## config.mk

```make
export PLATFORM = sky130hd
export DESIGN_NAME = pd_tilt_stabilizer_openloop_drive_core
export DESIGN_NICKNAME = d
export VERILOG_FILES = /design/src/rtl/ptsod_pkg.sv /design/src/rtl/ptsod_mul_unit.sv /design/src/rtl/pd_tilt_stabilizer_openloop_drive_core.sv
export VERILOG_INCLUDE_DIRS = /design/src /design/src/rtl
export SDC_FILE = /design/constraint.sdc
export NUM_CORES = 1
export LEC_CHECK = 0
export BUFFER_PORTS_ARGS = -buffer_cell sky130_fd_sc_hd__buf_2
export CORE_ASPECT_RATIO = 1.2
export CORE_MARGIN = 2
export CORE_UTILIZATION = 45
export CTS_CLUSTER_SIZE = 20
export DETAILED_ROUTE_END_ITERATION = 6
export PLACE_DENSITY = 0.59
export SYNTH_ARGS = -nofsm -noshare
export SYNTH_HDL_FRONTEND = slang
export SYNTH_SLANG_ARGS = --single-unit
```

## constraint.sdc

```tcl
create_clock -name clock -period 27.4 [get_ports clock]
set_input_delay 5.48 -clock clock [delete_from_list [all_inputs] [get_ports clock]]
set_output_delay 5.48 -clock clock [all_outputs]
set_load 0.02 [all_outputs]
```

## src/rtl/pd_tilt_stabilizer_openloop_drive_core_macros.svh

```systemverilog
// assertion macros for the tilt stabilizer drive core
// used by the top level only; needs a clock and a synchronous reset
`ifndef PD_TILT_STABILIZER_OPENLOOP_DRIVE_CORE_MACROS_SVH
`define PD_TILT_STABILIZER_OPENLOOP_DRIVE_CORE_MACROS_SVH

// condition holds on every edge outside reset
`define PTSOD_ASSERT_ALWAYS(label, clk, rst, cond, msg) \
   label: assert property (@(posedge clk) disable iff (rst) (cond)) else $error(msg);

// consequence holds on the edge after the antecedent
`define PTSOD_ASSERT_NEXT(label, clk, rst, ante, cons, msg) \
   label: assert property (@(posedge clk) disable iff (rst) (ante) |=> (cons)) else $error(msg);

// consequence holds on the same edge as the antecedent
`define PTSOD_ASSERT_IMPLY(label, clk, rst, ante, cons, msg) \
   label: assert property (@(posedge clk) disable iff (rst) (ante) |-> (cons)) else $error(msg);

`endif

```

## src/rtl/ptsod_pkg.sv

```systemverilog
// shared types and constants for the tilt stabilizer drive core
// no dependencies
`timescale 1ns / 1ps
`default_nettype none

package ptsod_pkg;

   // field widths
   localparam int unsigned PITCH_W = 17;
   localparam int unsigned GYRO_W  = 16;
   localparam int unsigned ERR_W   = 18;
   localparam int unsigned KP_W    = 14;
   localparam int unsigned KD_W    = 11;
   localparam int unsigned VOLT_W  = 11;
   localparam int unsigned PP_W    = 6;
   localparam int unsigned SPEED_W = 16;
   localparam int unsigned VOUT_W  = 12;
   localparam int unsigned RATE_W  = 14;
   localparam int unsigned SUM_W   = 33;
   localparam int unsigned CSR_W   = 14;

   // shared multiplier operand and product widths
   localparam int unsigned MUL_A_W = 20;
   localparam int unsigned MUL_B_W = 16;
   localparam int unsigned MUL_P_W = MUL_A_W + MUL_B_W;

   // stream payload widths
   localparam int unsigned REQ_DATA_W = 40;
   localparam int unsigned REQ_USER_W = 2;
   localparam int unsigned RSP_DATA_W = 48;
   localparam int unsigned RSP_USER_W = 2;

   // control constants
   localparam logic [RATE_W-2:0]  RATE_LIMIT  = 13'd7680;
   localparam logic [SUM_W-1:0]   SUM_LIMIT   = 33'd1966080;
   localparam logic [MUL_B_W-1:0] DEG2RAD_Q20 = 16'd18301;
   localparam logic [KP_W-1:0]    KP_MAX      = 14'd12800;
   localparam logic [KD_W-1:0]    KD_MAX      = 11'd1280;
   localparam logic [VOLT_W-1:0]  VOLT_MAX    = 11'd2000;
   localparam logic [16:0]        SPEED_MIN   = 17'd512;
   localparam int                 ANGLE_BAND  = 128;
   localparam int                 GYRO_BAND   = 32;

   // reset values of the control registers
   localparam logic [KP_W-1:0]   KP_RESET   = 14'd205;
   localparam logic [KD_W-1:0]   KD_RESET   = 11'd77;
   localparam logic [VOLT_W-1:0] VOLT_RESET = 11'd500;
   localparam logic [PP_W-1:0]   PP_RESET   = 6'd7;

   typedef enum logic [1:0] {
      CMD_UPDATE = 2'd0,
      CMD_START  = 2'd1,
      CMD_STOP   = 2'd2
   } cmd_type;

   typedef enum logic [1:0] {
      ACT_NONE = 2'd0,
      ACT_RUN  = 2'd1,
      ACT_STOP = 2'd2
   } action_type;

   typedef enum logic [1:0] {
      CSR_KP_GAIN   = 2'd0,
      CSR_KD_GAIN   = 2'd1,
      CSR_DRIVE_MV  = 2'd2,
      CSR_POLE_PAIR = 2'd3
   } csr_index_type;

   typedef enum logic [3:0] {
      ST_IDLE,
      ST_DECODE,
      ST_MUL_P,
      ST_MUL_D,
      ST_SUM,
      ST_RATE,
      ST_MUL_PP,
      ST_MUL_K,
      ST_SPEED,
      ST_FINISH
   } state_type;

   typedef enum logic [1:0] {
      MSEL_ERR_KP,
      MSEL_GYRO_KD,
      MSEL_RATE_PP,
      MSEL_SCALE
   } mul_sel_type;

   // request to the shared multiplier
   typedef struct packed {
      logic                        en;
      logic signed [MUL_A_W-1:0]   a;
      logic signed [MUL_B_W-1:0]   b;
   } mul_req_type;

endpackage

`default_nettype wire

```

## src/rtl/ptsod_mul_unit.sv

```systemverilog
// shared signed multiplier with registered product
// depends on ptsod_pkg
`timescale 1ns / 1ps
`default_nettype none

module ptsod_mul_unit (
   input  wire logic                                      clock,
   input  wire ptsod_pkg::mul_req_type                    mul_req,
   output logic signed [ptsod_pkg::MUL_P_W-1:0]           mul_prod
);
   import ptsod_pkg::*;

   logic signed [MUL_P_W-1:0] prod_ff;
   logic signed [MUL_P_W-1:0] prod_in;

   // one product per cycle, held when not enabled
   always_comb begin
      prod_in = prod_ff;
      if (mul_req.en) begin
         prod_in = MUL_P_W'(mul_req.a) * MUL_P_W'(mul_req.b);
      end
   end

   always_ff @(posedge clock) begin
      prod_ff <= prod_in;
   end

   assign mul_prod = prod_ff;

endmodule

`default_nettype wire

```

## src/rtl/pd_tilt_stabilizer_openloop_drive_core.sv

```systemverilog
// an update transaction with the loop active steps through the states decode, mul_p, mul_d,
//   sum, rate, mul_pp, mul_k, speed and finish; start, stop, deadband and ignored commands
//   go from decode straight to finish, which waits until the response register is free;
//   four multiplier passes per update; req_tready is high only while the sequencer is idle
// reset: synchronous, active high; clears the loop state and reloads the control registers
// depends on ptsod_pkg, ptsod_mul_unit and the macros header
`timescale 1ns / 1ps
`default_nettype none
`include "pd_tilt_stabilizer_openloop_drive_core_macros.svh"

module pd_tilt_stabilizer_openloop_drive_core (
   input  wire logic                                 clock,
   input  wire logic                                 reset,
   // request stream
   input  wire logic                                 req_tvalid,
   output logic                                      req_tready,
   // [16:0] pitch_angle, [32:17] gyro_rate, [33] imu_ready, [39:34] zero
   input  wire logic [ptsod_pkg::REQ_DATA_W-1:0]     req_tdata,
   // [1:0] command
   input  wire logic [ptsod_pkg::REQ_USER_W-1:0]     req_tuser,
   // response stream
   output logic                                      rsp_tvalid,
   input  wire logic                                 rsp_tready,
   // [15:0] speed_magnitude, [27:16] voltage_signed, [41:28] mech_rate,
   // [42] driver_enable, [43] loop_active, [47:44] zero
   output logic [ptsod_pkg::RSP_DATA_W-1:0]          rsp_tdata,
   // [1:0] drive_action
   output logic [ptsod_pkg::RSP_USER_W-1:0]          rsp_tuser,
   // control register writes
   input  wire logic                                 csr_we,
   input  wire logic [1:0]                           csr_addr,
   input  wire logic [ptsod_pkg::CSR_W-1:0]          csr_wdata
);
   import ptsod_pkg::*;

   // sequencer
   state_type   state_ff, state_in;
   mul_sel_type mul_sel;
   logic        mul_en;
   mul_req_type mul_req;
   logic signed [MUL_P_W-1:0] mul_prod;
   logic        req_fire;

   // control registers
   logic [KP_W-1:0]   kp_ff, kp_in;
   logic [KD_W-1:0]   kd_ff, kd_in;
   logic [VOLT_W-1:0] volt_ff, volt_in;
   logic [PP_W-1:0]   pp_ff, pp_in;

   // loop state
   logic                      active_ff, active_in;
   logic                      enable_ff, enable_in;
   logic signed [PITCH_W-1:0] home_ff, home_in;
   logic signed [RATE_W-1:0]  last_rate_ff, last_rate_in;

   // captured transaction
   logic [1:0]                cmd_ff, cmd_in;
   logic signed [PITCH_W-1:0] pitch_ff, pitch_in;
   logic signed [GYRO_W-1:0]  gyro_ff, gyro_in;
   logic                      imu_rdy_ff, imu_rdy_in;

   // working values
   logic signed [ERR_W-1:0]   err_ff, err_in;
   logic signed [31:0]        pterm_ff, pterm_in;
   logic signed [SUM_W-1:0]   sum_ff, sum_in;
   logic [RATE_W-2:0]         rate_abs_ff, rate_abs_in;

   // result fields
   logic [1:0]                act_ff, act_in;
   logic [SPEED_W-1:0]        speed_ff, speed_in;
   logic signed [VOUT_W-1:0]  vout_ff, vout_in;

   // response register
   logic                      rsp_valid_ff, rsp_valid_in;
   logic [RSP_DATA_W-1:0]     rsp_data_ff, rsp_data_in;
   logic [RSP_USER_W-1:0]     rsp_user_ff, rsp_user_in;

   // combinational helpers
   logic signed [ERR_W-1:0]   err_now;
   logic                      in_band;
   logic [SUM_W-1:0]          sum_abs;
   logic [SUM_W-1:0]          sum_rnd;
   logic signed [RATE_W-1:0]  rate_now;
   logic [34:0]               speed_rnd;
   logic [16:0]               speed_full;
   logic                      out_free;

   assign req_fire = req_tvalid && req_tready;
   assign out_free = !rsp_valid_ff || rsp_tready;

   // shared multiplier
   ptsod_mul_unit u_mul (
      .clock    (clock),
      .mul_req  (mul_req),
      .mul_prod (mul_prod)
   );

   // next state
   always_comb begin
      state_in = state_ff;
      case (state_ff)
         ST_IDLE: begin
            if (req_fire) state_in = ST_DECODE;
         end
         ST_DECODE: begin
            if (cmd_ff == CMD_UPDATE && active_ff && imu_rdy_ff && !in_band) begin
               state_in = ST_MUL_P;
            end else begin
               state_in = ST_FINISH;
            end
         end
         ST_MUL_P:  state_in = ST_MUL_D;
         ST_MUL_D:  state_in = ST_SUM;
         ST_SUM:    state_in = ST_RATE;
         ST_RATE:   state_in = ST_MUL_PP;
         ST_MUL_PP: state_in = ST_MUL_K;
         ST_MUL_K:  state_in = ST_SPEED;
         ST_SPEED:  state_in = ST_FINISH;
         ST_FINISH: begin
            if (out_free) state_in = ST_IDLE;
         end
         default:   state_in = ST_IDLE;
      endcase
   end

   // sequencer outputs
   always_comb begin
      req_tready = 1'b0;
      mul_en     = 1'b0;
      mul_sel    = MSEL_ERR_KP;
      case (state_ff)
         ST_IDLE:   req_tready = 1'b1;
         ST_MUL_P: begin
            mul_en  = 1'b1;
            mul_sel = MSEL_ERR_KP;
         end
         ST_MUL_D: begin
            mul_en  = 1'b1;
            mul_sel = MSEL_GYRO_KD;
         end
         ST_MUL_PP: begin
            mul_en  = 1'b1;
            mul_sel = MSEL_RATE_PP;
         end
         ST_MUL_K: begin
            mul_en  = 1'b1;
            mul_sel = MSEL_SCALE;
         end
         default: begin
            req_tready = 1'b0;
         end
      endcase
   end

   // multiplier operand select
   always_comb begin
      mul_req.en = mul_en;
      case (mul_sel)
         MSEL_ERR_KP: begin
            mul_req.a = MUL_A_W'(err_ff);
            mul_req.b = $signed({{(MUL_B_W-KP_W){1'b0}}, kp_ff});
         end
         MSEL_GYRO_KD: begin
            mul_req.a = MUL_A_W'(gyro_ff);
            mul_req.b = $signed({{(MUL_B_W-KD_W){1'b0}}, kd_ff});
         end
         MSEL_RATE_PP: begin
            mul_req.a = $signed({{(MUL_A_W-RATE_W+1){1'b0}}, rate_abs_ff});
            mul_req.b = $signed({{(MUL_B_W-PP_W){1'b0}}, pp_ff});
         end
         MSEL_SCALE: begin
            mul_req.a = mul_prod[MUL_A_W-1:0];
            mul_req.b = $signed(DEG2RAD_Q20);
         end
         default: begin
            mul_req.a = '0;
            mul_req.b = '0;
         end
      endcase
   end

   // error and deadband
   assign err_now = ERR_W'(home_ff) - ERR_W'(pitch_ff);
   assign in_band = (err_now > -ERR_W'(ANGLE_BAND)) && (err_now < ERR_W'(ANGLE_BAND)) &&
                    (gyro_ff > -GYRO_W'(GYRO_BAND)) && (gyro_ff < GYRO_W'(GYRO_BAND));

   // clamp and round to nearest, ties away from zero
   assign sum_abs = sum_ff[SUM_W-1] ? SUM_W'(-sum_ff) : SUM_W'(sum_ff);
   assign sum_rnd = sum_abs + SUM_W'(128);
   always_comb begin
      if (sum_ff > $signed(SUM_LIMIT)) begin
         rate_now = $signed({1'b0, RATE_LIMIT});
      end else if (sum_ff < -$signed(SUM_LIMIT)) begin
         rate_now = -$signed({1'b0, RATE_LIMIT});
      end else if (sum_ff[SUM_W-1]) begin
         rate_now = -$signed({1'b0, sum_rnd[RATE_W+6:8]});
      end else begin
         rate_now = $signed({1'b0, sum_rnd[RATE_W+6:8]});
      end
   end

   // electrical speed rounding
   assign speed_rnd  = mul_prod[34:0] + 35'd131072;
   assign speed_full = speed_rnd[34:18];

   // datapath and loop state
   always_comb begin
      kp_in        = kp_ff;
      kd_in        = kd_ff;
      volt_in      = volt_ff;
      pp_in        = pp_ff;
      active_in    = active_ff;
      enable_in    = enable_ff;
      home_in      = home_ff;
      last_rate_in = last_rate_ff;
      cmd_in       = cmd_ff;
      pitch_in     = pitch_ff;
      gyro_in      = gyro_ff;
      imu_rdy_in   = imu_rdy_ff;
      err_in       = err_ff;
      pterm_in     = pterm_ff;
      sum_in       = sum_ff;
      rate_abs_in  = rate_abs_ff;
      act_in       = act_ff;
      speed_in     = speed_ff;
      vout_in      = vout_ff;
      rsp_valid_in = rsp_valid_ff;
      rsp_data_in  = rsp_data_ff;
      rsp_user_in  = rsp_user_ff;

      // control register writes, out-of-range values dropped
      if (csr_we) begin
         case (csr_addr)
            CSR_KP_GAIN: begin
               if (csr_wdata[KP_W-1:0] <= KP_MAX) kp_in = csr_wdata[KP_W-1:0];
            end
            CSR_KD_GAIN: begin
               if (csr_wdata[KD_W-1:0] <= KD_MAX) kd_in = csr_wdata[KD_W-1:0];
            end
            CSR_DRIVE_MV: begin
               if (csr_wdata[VOLT_W-1:0] != '0 && csr_wdata[VOLT_W-1:0] <= VOLT_MAX) begin
                  volt_in = csr_wdata[VOLT_W-1:0];
               end
            end
            CSR_POLE_PAIR: pp_in = csr_wdata[PP_W-1:0];
            default: kp_in = kp_ff;
         endcase
      end

      // response handshake
      if (rsp_valid_ff && rsp_tready) rsp_valid_in = 1'b0;

      case (state_ff)
         ST_IDLE: begin
            if (req_fire) begin
               cmd_in     = req_tuser[1:0];
               pitch_in   = $signed(req_tdata[PITCH_W-1:0]);
               gyro_in    = $signed(req_tdata[PITCH_W+GYRO_W-1:PITCH_W]);
               imu_rdy_in = req_tdata[PITCH_W+GYRO_W];
            end
         end
         ST_DECODE: begin
            err_in   = err_now;
            act_in   = ACT_NONE;
            speed_in = '0;
            vout_in  = '0;
            case (cmd_ff)
               CMD_START: begin
                  if (!active_ff) begin
                     home_in      = pitch_ff;
                     last_rate_in = '0;
                     enable_in    = 1'b1;
                     active_in    = 1'b1;
                     act_in       = ACT_RUN;
                     vout_in      = $signed({1'b0, volt_ff});
                  end
               end
               CMD_STOP: begin
                  if (active_ff) begin
                     active_in    = 1'b0;
                     enable_in    = 1'b0;
                     last_rate_in = '0;
                     act_in       = ACT_STOP;
                  end
               end
               CMD_UPDATE: begin
                  if (active_ff) begin
                     act_in = ACT_RUN;
                     // deadband or stale imu data: zero-speed run
                     if (!imu_rdy_ff || in_band) last_rate_in = '0;
                  end
               end
               default: act_in = ACT_NONE;
            endcase
         end
         ST_MUL_D: pterm_in = mul_prod[31:0];
         ST_SUM: begin
            sum_in = SUM_W'(pterm_ff) - {mul_prod[28:0], 4'b0000};
         end
         ST_RATE: begin
            last_rate_in = rate_now;
            rate_abs_in  = rate_now[RATE_W-1] ? (RATE_W-1)'(-rate_now)
                                              : rate_now[RATE_W-2:0];
         end
         ST_SPEED: begin
            if (speed_full < SPEED_MIN) begin
               speed_in = '0;
               vout_in  = '0;
            end else begin
               speed_in = speed_full[SPEED_W-1:0];
               vout_in  = last_rate_ff[RATE_W-1] ? -$signed({1'b0, volt_ff})
                                                 : $signed({1'b0, volt_ff});
            end
         end
         ST_FINISH: begin
            if (out_free) begin
               rsp_valid_in = 1'b1;
               rsp_user_in  = act_ff;
               rsp_data_in  = {4'b0000, active_ff, enable_ff, last_rate_ff, vout_ff, speed_ff};
            end
         end
         default: act_in = act_ff;
      endcase
   end

   // control state with reset
   always_ff @(posedge clock) begin
      if (reset) begin
         state_ff     <= ST_IDLE;
         kp_ff        <= KP_RESET;
         kd_ff        <= KD_RESET;
         volt_ff      <= VOLT_RESET;
         pp_ff        <= PP_RESET;
         active_ff    <= 1'b0;
         enable_ff    <= 1'b0;
         home_ff      <= '0;
         last_rate_ff <= '0;
         rsp_valid_ff <= 1'b0;
      end else begin
         state_ff     <= state_in;
         kp_ff        <= kp_in;
         kd_ff        <= kd_in;
         volt_ff      <= volt_in;
         pp_ff        <= pp_in;
         active_ff    <= active_in;
         enable_ff    <= enable_in;
         home_ff      <= home_in;
         last_rate_ff <= last_rate_in;
         rsp_valid_ff <= rsp_valid_in;
      end
   end

   // payload registers
   always_ff @(posedge clock) begin
      cmd_ff      <= cmd_in;
      pitch_ff    <= pitch_in;
      gyro_ff     <= gyro_in;
      imu_rdy_ff  <= imu_rdy_in;
      err_ff      <= err_in;
      pterm_ff    <= pterm_in;
      sum_ff      <= sum_in;
      rate_abs_ff <= rate_abs_in;
      act_ff      <= act_in;
      speed_ff    <= speed_in;
      vout_ff     <= vout_in;
      rsp_data_ff <= rsp_data_in;
      rsp_user_ff <= rsp_user_in;
   end

   assign rsp_tvalid = rsp_valid_ff;
   assign rsp_tdata  = rsp_data_ff;
   assign rsp_tuser  = rsp_user_ff;

   // checks
   `PTSOD_ASSERT_NEXT(a_busy_after_accept, clock, reset, req_fire, !req_tready,
      "sequencer took a transaction without leaving idle")
   `PTSOD_ASSERT_ALWAYS(a_enable_tracks_active, clock, reset, enable_ff == active_ff,
      "driver enable differs from loop active")
   `PTSOD_ASSERT_ALWAYS(a_rate_in_limit, clock, reset,
      (last_rate_ff <= $signed({1'b0, RATE_LIMIT})) &&
      (last_rate_ff >= -$signed({1'b0, RATE_LIMIT})),
      "mechanical rate beyond clamp")
   `PTSOD_ASSERT_IMPLY(a_stop_clears, clock, reset,
      rsp_valid_ff && (rsp_user_ff == ACT_STOP),
      (rsp_data_ff[43:16] == '0),
      "stop response carries drive or state")

endmodule

`default_nettype wire
```

==> impl_metrics.ini, run 1 <==
[placed_design]
dpl_cell_area_um2 = 28060
io_buffers = 104
gp_congestion = 0.9585
dp_cells = 3507
post-dp-hpwl_mm = 55.58

[clock_tree]
cts.repair.resized = 0
htree_num_levels = 2
postCtsHoldBufs = 0
cts.clk_slew.worst_paths_ns = 0.06
cts.repair_timing.setup_buffer_count = 0
clk-insertion-delay-late_ns = 0.57
clock_tree_from_tritoncts = yes
clkSinkCount = 323
clock-root-buffer = clkbuf_16
cts_buffers = 35
clock_path_buffers = 3

[power]
powerDensity_nw_per_um2 = 110.5
p_comb_share_pct = 65.3
leakage_nw = 12.78
share_seq_of_total_power_pct = 20.9
power_switching_share_pct = 45.90
pint_w = 0.001741
net-switching-power_w = 0.001477
peakVddDrop_mv = 0.1552
p_clk_share_pct = 13.8

[critical_path]
data_required_time_of_the_worst_path_ns = 27.69
type_of_origin_of_the_critical_path = flip-flop
slowest_delay_ns = 0.93
critical_path_arrival_ns = 10.16
worst_path_most_repeated_cell = fa_1
worst_path_slowest_cell = nor2b_4
timing.setup.critical_path_class = flip-flop to flip-flop
cp_max_fo = 63
kind_of_end_point_of_the_critical_path = flip-flop

[timing]
min_period_over_period_pct = 36.02
worst_pin_slew_ns = 1.189
timing.max_slew.rel_slack_pct = 20.45
unrepaired_setup_endpoints_after_global_routing = false
maxSlewViolCount = 0
finalCriticalPeriod_ns = 9.869
number_of_failing_setup_endpoints_in_the_final_timing_report = 0
final_setup_tns_ns = 0
hold_viol = 0
finClkSkew_ns = 0.03736
clock.fmax_ghz = 0.1013

[drt]
detail_route.wl_per_cell_um = 19.21
met2WireLength_mm = 33.37
uppermost_routed_layer = met4
drc_errors = 0
drtIter0Drc = 1286
vias_per_cell = 5.387
routed-via-count = 19230
drt_wl_total_mm = 68.59
drt.antenna.violating_nets = 0
wl_met1_mm = 28.88
detail_route.first_pass.iterations = 5
met3_wirelength_mm = 3.213

[logic_synthesis]
synth_sequential_area_ratio_pct = 33.40
synth_area_leaders = edfxtp_1 27%, fa_1 22%, ha_1 6.6%, inv_1 6.4%, dfxtp_1 6.0%
synth-adder-area-share_pct = 28.79
synth_compound_gate_area_share_pct = 10.40
synth_area_um2 = 26640
yosys.area_share.xor_xnor_pct = 4.405
synth_top_family_by_area = adder cells
post_synth.cell_area_avg_um2 = 9.960
synth_async_sr_flop_share_pct = 0
synth_top_area_cell = edfxtp_1
synth_enable_flop_cells = 243
synthesis.instances = 2675
portion_of_synthesized_cell_area_occupied_by_the_leading_cell_type_pct = 27.39
synth.mux.area_fraction_pct = 1.404
synth-warning-count = 0
netlist-cell-type-count = 90
dominantRegCellSynth = edfxtp_1
postSynthRegisterBits = 323
synth_simple_gate_area_share_pct = 13.80

[floorplanning]
io_pins = 115
initial_utilization_pct = 45.54
core.rowCount = 97
die_h_um = 270.5
coreArea_um2 = 58500
die_x_um = 226.1
die_area_um2 = 61170

[global_routing]
groute.usage.overall_pct = 23.24
number_of_antenna_violations_at_the_first_check_in_global_routing = 1
global_route.overflow_total = 0
grt_max_degree = 64
grt_first_pass_wirelength_mm = 110.2
first_global_vias = 20137

[outcome]
status = completed

[cells_and_area]
register_area_um2 = 8899
finalNonFillerCells = 3570
synthToLayoutAreaGrowth_pct = 9.341
fin_nets = 3251
multi_input_gate_area_um2 = 15770
core_util_final_pct = 49.80
diodes = 0
fillerInstances = 5440
post-route-cell-area_um2 = 29130
post_route_cells_drive_above_1_share_pct = 8.207

[flow_run]
max_cap_viol_count = 0

[min_path]
hold_path_class = flip-flop to flip-flop
[final timing paths]
path	depth (start not counted)	to	startpoint	slack [ns]
worst max-delay path	29	u_mul.mul_prod[34]	state_ff[1]	17.53
worst min-delay path	0	rsp_tdata[25]	vout_ff[9]	0.42
worst max register to register	29	u_mul.mul_prod[34]	state_ff[1]	17.53
worst min register to register	0	rsp_tdata[25]	vout_ff[9]	0.42
[layout by cell type (no fill, tap or decap), drive strengths merged, types with 11 or more instances in the layout]
cell / instances
nand2: 320
mux2i: 37
o21ai: 67
edfxtp: 243
o21a: 22
clkinv: 16
a31oi: 17
ha: 141
nand4: 16
and2: 18
inv: 454
nor3: 48
and3: 40
a21o: 30
a22oi: 15
nor4: 21
nand3: 42
buf: 127
nor2b: 25
xor2: 29
a211oi: 16
fa: 295
a21oi: 114
nor2: 185
xnor2: 105
dfxtp: 80
or2: 12
or3: 11
clkbuf: 45
nand2b: 25
o31ai: 18
[sequential cells by signal, summed over array words and instances, names as in the netlist, 17 cells and up]
| name | flops |
|---|---|
| pitch_ff | 17 |
| pterm_ff | 32 |
| rsp_tdata | 44 |
| err_ff | 18 |
| u_mul.mul_prod | 35 |
| home_ff | 17 |
| sum_ff | 33 |
[metrics by stage]
step                      hold WS (ns)  worst slack (ns)  total power, W
final                           0.4163             17.53        0.003217
after global placement          0.4017             17.79        0.002726
after global routing            0.4218             17.05        0.003526
after CTS                       0.4174             17.65        0.003222
after floorplan                 0.4003             17.68        0.002199
after detailed placement        0.4045             17.69        0.002768
[Yosys cell counts (36+ instances only)]
cell type / n
nor3_1: 47
inv_1: 453
fa_1: 295
dfxtp_1: 80
clkbuf_1: 79
mux2i_1: 36
nand3_1: 41
and3_1: 40
nor2_1: 185
edfxtp_1: 243
nand2_1: 319
o21ai_0: 61
xnor2_1: 105
ha_1: 141
a21oi_1: 114
[kinds of logic (layout without fill, tap and decap cells)]
family                     count (synthesis)  in the layout
adders and majority gates                436            436
other                                      1              4
and+or+nand+nor                          790            790
buffers and inverters                    544            644
AOI/OAI and AO/OA                        410            410
xor gates and xnor gates                 134            134
DFF                                      323            323
muxes                                     37             37
[worst max-delay path, delay by kind of cell, from the launching register on]
family / cells / cell delay, ns
compound gates: 12 / 3.70
xor+xnor: 1 / 0.31
fa+ha+maj: 7 / 2.89
buf+inv: 5 / 0.77
flops: 1 / 0.49
simple gates: 4 / 1.30
[power by group through the flow]
stage / Sequential, W / Clock (W) / Combinational [W]
floorplan: 0.000681 / 0 / 0.00152
global placement: 0.000683 / 0 / 0.00204
detailed placement: 0.000684 / 0 / 0.00208
CTS: 0.000674 / 0.000454 / 0.00209
global route: 0.000676 / 0.000473 / 0.00238
finish: 0.000674 / 0.000443 / 0.00210
[routing by layer]
layer / up-vias / GRT usage (%)
li1: 9030 / -
met1: 9481 / 29.87
met2: 585 / 39.38
met3: 134 / 3.019
met4: 0 / 9.851
met5: - / 0
[cell type report]
class	instances	area share, %
Multi-Input combinational cell	1811	54.15
Clock inverter	18	0.4896
Sequential cell	323	30.55
Timing Repair Buffer	127	2.380
Tap cell	792	3.402
Clock buffer	45	3.183
Inverter	454	5.850
Note: power is estimated with default switching activity, not from simulation.
==> inputs of run 2 (changes only) <==
--- a/config.mk
+++ b/config.mk
@@ -6,13 +6,14 @@
 export SDC_FILE = /design/constraint.sdc
 export NUM_CORES = 1
 export LEC_CHECK = 0
+export ABC_AREA = 1
 export BUFFER_PORTS_ARGS = -buffer_cell sky130_fd_sc_hd__buf_2
 export CORE_ASPECT_RATIO = 1.2
 export CORE_MARGIN = 2
 export CORE_UTILIZATION = 45
 export CTS_CLUSTER_SIZE = 20
 export DETAILED_ROUTE_END_ITERATION = 6
-export PLACE_DENSITY = 0.59
+export PLACE_DENSITY = 0.62
 export SYNTH_ARGS = -nofsm -noshare
 export SYNTH_HDL_FRONTEND = slang
 export SYNTH_SLANG_ARGS = --single-unit
==> constraint.sdc (replaced) <==
create_clock -name clock -period 8.77 [get_ports clock]
set_input_delay 1.754 -clock clock [delete_from_list [all_inputs] [get_ports clock]]
set_output_delay 1.754 -clock clock [all_outputs]
set_load 0.02 [all_outputs]
==> impl_metrics.ini, run 2 <==
[logic_synthesis]
synth_top_area_cell = edfxtp_1
portion_of_synthesized_cell_area_occupied_by_the_leading_cell_type_pct = 27.03
synth_sequential_area_ratio_pct = 32.97
dominantRegCellSynth = edfxtp_1
synth_enable_flop_cells = 243
synth_area_leaders = edfxtp_1 27%, fa_1 22%, inv_1 8.6%, nand2_1 8.2%, ha_1 6.5%
synth-warning-count = 0
synth_area_um2 = 26990
synth_async_sr_flop_share_pct = 0
netlist-cell-type-count = 65
postSynthRegisterBits = 323
post_synth.cell_area_avg_um2 = 8.873
synthesis.instances = 3042
synth.most_common_cell = inv_1
yosys-top-cells-count = 620 x inv_1, 591 x nand2_1, 304 x nor2_1, 295 x fa_1, 243 x edfxtp_1

[placed_design]
gp_congestion = 0.9583
post-dp-hpwl_mm = 60.79
io_buffers = 104
pre_cts_ws_ns = 0.4659

[min_path]
hold_path_class = flip-flop to flip-flop

[floorplanning]
die_x_um = 227.6
die_h_um = 272.3
initial_utilization_pct = 45.39
die_area_um2 = 61970
coreArea_um2 = 59470
io_pins = 115
core.rowCount = 98

[timing]
maxSlewViolCount = 0
clock.fmax_ghz = 0.1196
timing.max_slew.rel_slack_pct = 23.52
finalCriticalPeriod_ns = 8.360
hold_viol = 0
setup_slack_ns = 0.4099
min_period_over_period_pct = 95.33
finClkSkew_ns = 0.03442
number_of_failing_setup_endpoints_in_the_final_timing_report = 0
worst_pin_slew_ns = 1.135

[clock_tree]
cts.repair_timing.setup_buffer_count = 0
clock-root-buffer = clkbuf_16
clock_tree_from_tritoncts = yes
cts.clk_slew.worst_paths_ns = 0.06
htree_num_levels = 2
clkSinkCount = 323
clk-insertion-delay-late_ns = 0.57
clock_path_buffers = 3
cts_buffers = 36

[critical_path]
setup.reg_to_reg.worst_slack_ns = 0.41
kind_of_end_point_of_the_critical_path = flip-flop
timing.setup.critical_path_class = flip-flop to flip-flop
startpoint_of_the_lowest_slack_register_to_register_path = state_ff[2]
cp_max_fo = 14
r2r_end = u_mul.mul_prod[33]
type_of_origin_of_the_critical_path = flip-flop
critical_path_arrival_ns = 8.66
worst_path_slowest_cell = fa_1
data_required_time_of_the_worst_path_ns = 9.07
worst_path_most_repeated_cell = inv_1
reg2regPathDepth = 30
setup.worst_path.start = state_ff[2]
slowest_delay_ns = 0.58
worst_setup_path_endpoint = u_mul.mul_prod[33]

[drt]
routed-via-count = 20818
detail_route.wl_per_cell_um = 18.31
drt.antenna.violating_nets = 0
detail_route.first_pass.iterations = 5
drt_wl_total_mm = 73.31
vias_per_cell = 5.201
drtIter0Drc = 1503
drc_errors = 0

[global_routing]
grt_first_pass_wirelength_mm = 114.9
grt_max_degree = 47
global_route.overflow_total = 0
groute.usage.overall_pct = 24.26
first_global_vias = 21022
number_of_antenna_violations_at_the_first_check_in_global_routing = 0

[power]
peakVddDrop_mv = 0.4624
design_power_total_w = 0.01167
leakage_nw = 14.00
powerDensity_nw_per_um2 = 391.0

[cells_and_area]
diodes = 0
fillerInstances = 5608
fin_nets = 3676
largest_register_ffs = 44
most-common-layout-cells = 619 x inv_1, 591 x nand2_1, 298 x nor2_1
layout.cells.most_common = inv_1
post_route_cells_drive_above_1_share_pct = 9.148
synthToLayoutAreaGrowth_pct = 10.54

[flow_run]
max_cap_viol_count = 0

[outcome]
status = completed
==> run 2: cell types whose count changed in the layout (fill, tap and decap cells not counted), moves of 25 or more <==
cell | before | now
nand2b_1 | 25 | 0
buf_4 | 23 | 49
mux2i_1 | 36 | 0
and3_1 | 39 | 2
nand3_1 | 41 | 119
nor2_1 | 185 | 298
xnor2_1 | 105 | 29
inv_1 | 453 | 619
nand2_1 | 319 | 591
xor2_1 | 29 | 85
==> run 2: layout make-up <==
cell class	instances	area [um2]	area share, %
Tap cell	800	1001	3.355
Multi-Input combinational cell	2018	15460	51.83
Sequential cell	323	8899	29.82
Inverter	645	2421	8.115
Clock inverter	22	230.2	0.7716
Timing Repair Buffer	153	888.4	2.977
Clock buffer	42	933.4	3.128
==> run 2: power by group <==
group	internal [W]	switching, W	total [W]	leakage (nW)
clock	0.000863	0.000627	0.00149	0.564
sequential	0.00220	0.0000595	0.00226	2.89
combinational	0.00309	0.00483	0.00792	10.5
==> run 2: repair_timing <==
action                     in CTS  in global routing
setup endpoints to repair       0                  4
gates resized for setup         0                  3
hold buffers                    0                  0
==> run 2: routing by layer <==
layer / routed length, um / global-route usage, %
met1: 29940 / 31.11
met2: 36450 / 41.47
met3: 3956 / 3.355
met4: 2965 / 9.322
met5: 0 / 0
==> run 2: logic make-up after synthesis <==
| logic type | synth area share (%) |
|---|---|
| simple gates | 18.00 |
| other cells | 0.01389 |
| xor+xnor | 3.699 |
| compound gates | 6.962 |
| flops | 32.97 |
| buf+inv | 9.943 |
| fa+ha+maj | 28.42 |
==> run 2: worst min path at each step <==
stage / startpoint / endpoint / slack, ns / cells past startpoint
after detailed placement: vout_ff[2] / rsp_tdata[18] / 0.41 / 0
after floorplan: speed_ff[0] / rsp_tdata[0] / 0.40 / 0
after global placement: pterm_ff[0] / sum_ff[0] / 0.40 / 0
after global routing: pterm_ff[3] / sum_ff[3] / 0.42 / 0
final: pterm_ff[3] / sum_ff[3] / 0.42 / 0
after CTS: pterm_ff[3] / sum_ff[3] / 0.41 / 0
==> run 2: worst max-delay path, delay by kind of cell, from the launching register on <==
kind	cells	cell delay, ns
XOR/XNOR	1	0.17
adder cells (fa/ha/maj)	7	3.55
AND/OR/NAND/NOR	7	1.16
buffers and inverters	9	1.41
flip-flops	1	0.41
AO/OA/AOI/OAI	6	1.38
==> run 2: per-stage QoR <==
step | hold WS [ns] | setup TNS, ns | utilization (%) | cell area (um2) | std cells
2_1_floorplan | 0.4003 | 0 | - | 27000 | 3045
3_3_place_gp | 0.4028 | 0 | 48.21 | 28670 | 3939
3_5_place_dp | 0.4052 | 0 | 48.21 | 28670 | 3939
4_1_cts | 0.4110 | 0 | 50.16 | 29830 | 4003
5_1_grt | 0.4208 | -0.003840 | 50.17 | 29840 | 4003
6_report | 0.4154 | 0 | 50.17 | 29840 | 4003
==> inputs of run 3 (changes only) <==
--- a/config.mk
+++ b/config.mk
@@ -13,7 +13,7 @@
 export CORE_UTILIZATION = 45
 export CTS_CLUSTER_SIZE = 20
 export DETAILED_ROUTE_END_ITERATION = 6
-export PLACE_DENSITY = 0.62
+export PLACE_DENSITY = 0.59
 export SYNTH_ARGS = -nofsm -noshare
 export SYNTH_HDL_FRONTEND = slang
 export SYNTH_SLANG_ARGS = --single-unit
==> constraint.sdc (replaced) <==
create_clock -name clock -period 8.2 [get_ports clock]
set_input_delay 0 -clock clock [delete_from_list [all_inputs] [get_ports clock]]
set_output_delay 0 -clock clock [all_outputs]
set_load 0.02 [all_outputs]
==> impl_metrics.ini, run 3 (synthesized netlist as in run 2, its figures left out) <==
[critical_path]
timing.setup.critical_path_class = flip-flop to flip-flop
cp.buffers_inverters = 9
setup.reg_to_reg.worst_slack_ns = 0.38
critical-path-top-delay-family = adder cells
worst_path_most_repeated_cell = inv_1
startpoint_of_the_lowest_slack_register_to_register_path = state_ff[2]
worst_path_slowest_cell = fa_1
slowest_delay_ns = 0.62
type_of_origin_of_the_critical_path = flip-flop
critical_path_arrival_ns = 8.09
kind_of_end_point_of_the_critical_path = flip-flop
cp_max_fo = 13
data_required_time_of_the_worst_path_ns = 8.47
setup.worst_path.start = state_ff[2]

[placed_design]
post-dp-hpwl_mm = 62.20
gp_congestion = 0.9870
io_buffers = 104
dp_cells = 3957

[cells_and_area]
most-common-layout-cells = 619 x inv_1, 591 x nand2_1, 298 x nor2_1
finalNonFillerCells = 4075
synthToLayoutAreaGrowth_pct = 13.24
post_route_cells_drive_above_1_share_pct = 9.466
fillerInstances = 5478
diodes = 0
fin_nets = 3750
layout.cells.most_common = inv_1
largest_register_ffs = 44

[global_routing]
grt_first_pass_wirelength_mm = 118.4
grt_max_degree = 44
number_of_antenna_violations_at_the_first_check_in_global_routing = 0
global_route.overflow_total = 0
groute.usage.overall_pct = 25.07
first_global_vias = 21467

[drt]
detail_route.first_pass.iterations = 5
drt_wl_total_mm = 75.64
vias_per_cell = 5.136
drc_errors = 0
detail_route.wl_per_cell_um = 18.56
drtIter0Drc = 1445
routed-via-count = 20929
drt.antenna.violating_nets = 0

[outcome]
status = completed

[min_path]
hold_path_class = input port to flip-flop
timing.hold.worst.start = reset

[timing]
clock.fmax_ghz = 0.1278
timing.max_slew.rel_slack_pct = 25.99
unrepaired_setup_endpoints_after_global_routing = false
finalCriticalPeriod_ns = 7.823
final_setup_tns_ns = 0
finClkSkew_ns = 0.02761
number_of_failing_setup_endpoints_in_the_final_timing_report = 0
maxSlewViolCount = 0
worst_pin_slew_ns = 1.109
hold_viol = 0
min_period_over_period_pct = 95.40

[floorplanning]
die_x_um = 227.6
io_pins = 115
coreArea_um2 = 59470
initial_utilization_pct = 45.39
die_h_um = 272.3
core.rowCount = 98
die_area_um2 = 61970

[power]
p_comb_share_pct = 68.1
power_switching_share_pct = 46.58
leakage_nw = 14.35
powerDensity_nw_per_um2 = 413.6
p_clk_share_pct = 12.8
share_seq_of_total_power_pct = 19.0
peakVddDrop_mv = 0.5028
net-switching-power_w = 0.005890
pint_w = 0.006754

[clock_tree]
clock-root-buffer = clkbuf_16
clkSinkCount = 323
htree_num_levels = 2
clock_tree_from_tritoncts = yes
clock_path_buffers = 3
cts_buffers = 35
cts.clk_slew.worst_paths_ns = 0.06
clk-insertion-delay-late_ns = 0.55

[flow_run]
max_cap_viol_count = 0
-- run 3: what timing repair did --
action | CTS | global route
hold buffers | 56 | 0
endpoints found under the hold margin | 101 | 0
resized for setup | 0 | 5
setup endpoints to repair | 0 | 6
buffers inserted | 0 | 0
-- run 3: final timing paths --
check / to / depth (start not counted)
max: u_mul.mul_prod[31] / 32
min: rsp_tvalid / 2
max reg2reg: u_mul.mul_prod[31] / 32
min reg2reg: rsp_tdata[10] / 0
-- run 3: metrics by stage --
| step | worst slack [ns] | total power [W] | instance area (um2) | util [%] | hold slack, ns |
|---|---|---|---|---|---|
| after floorplan | 0.2510 | 0.008713 | 27000 | - | 0.09887 |
| after global placement | 0.2945 | 0.01093 | 28820 | 48.45 | 0.1761 |
| after detailed placement | 0.1962 | 0.01103 | 28820 | 48.45 | 0.1781 |
| after CTS | 0.1229 | 0.01276 | 30550 | 51.38 | 0.02600 |
| after global routing | 0.01202 | 0.01400 | 30570 | 51.40 | 0.07048 |
| final | 0.3771 | 0.01264 | 30570 | 51.40 | 0.05578 |
-- run 3: layout make-up --
| class | count | area (um2) | area share (%) |
|---|---|---|---|
| Tap cell | 800 | 1001 | 3.275 |
| Timing Repair Buffer | 227 | 1597 | 5.223 |
| Sequential cell | 323 | 8899 | 29.11 |
| Inverter | 645 | 2421 | 7.921 |
| Clock inverter | 19 | 202.7 | 0.6631 |
| Clock buffer | 42 | 974.7 | 3.189 |
| Multi-Input combinational cell | 2019 | 15470 | 50.62 |
-- run 3: routing by layer --
layer	track usage [%]	share of wire, %	up-vias
met5	0	0	-
met4	9.271	4.0	0
met3	2.848	4.5	166
met2	44.25	51	571
met1	31.49	40	10233
li1	-	-	9959
-- run 3: worst register-to-register path: cells and delay by family, from the launching register on --
kind                       cells  cell delay, ns
and+or+nand+nor                9            1.34
xor gates and xnor gates       1            0.17
adders and majority gates      7            3.52
AOI/OAI and AO/OA              6            1.09
DFF                            1            0.41
buffers and inverters          9            1.03
-- run 3: power groups by stage --
stage / Clock [W] / Combinational [W] / Sequential (W)
after global placement: 0 / 0.00849 / 0.00244
after global routing: 0.00172 / 0.00987 / 0.00242
after floorplan: 0 / 0.00629 / 0.00243
after CTS: 0.00166 / 0.00869 / 0.00241
after detailed placement: 0 / 0.00859 / 0.00244
final: 0.00162 / 0.00861 / 0.00241
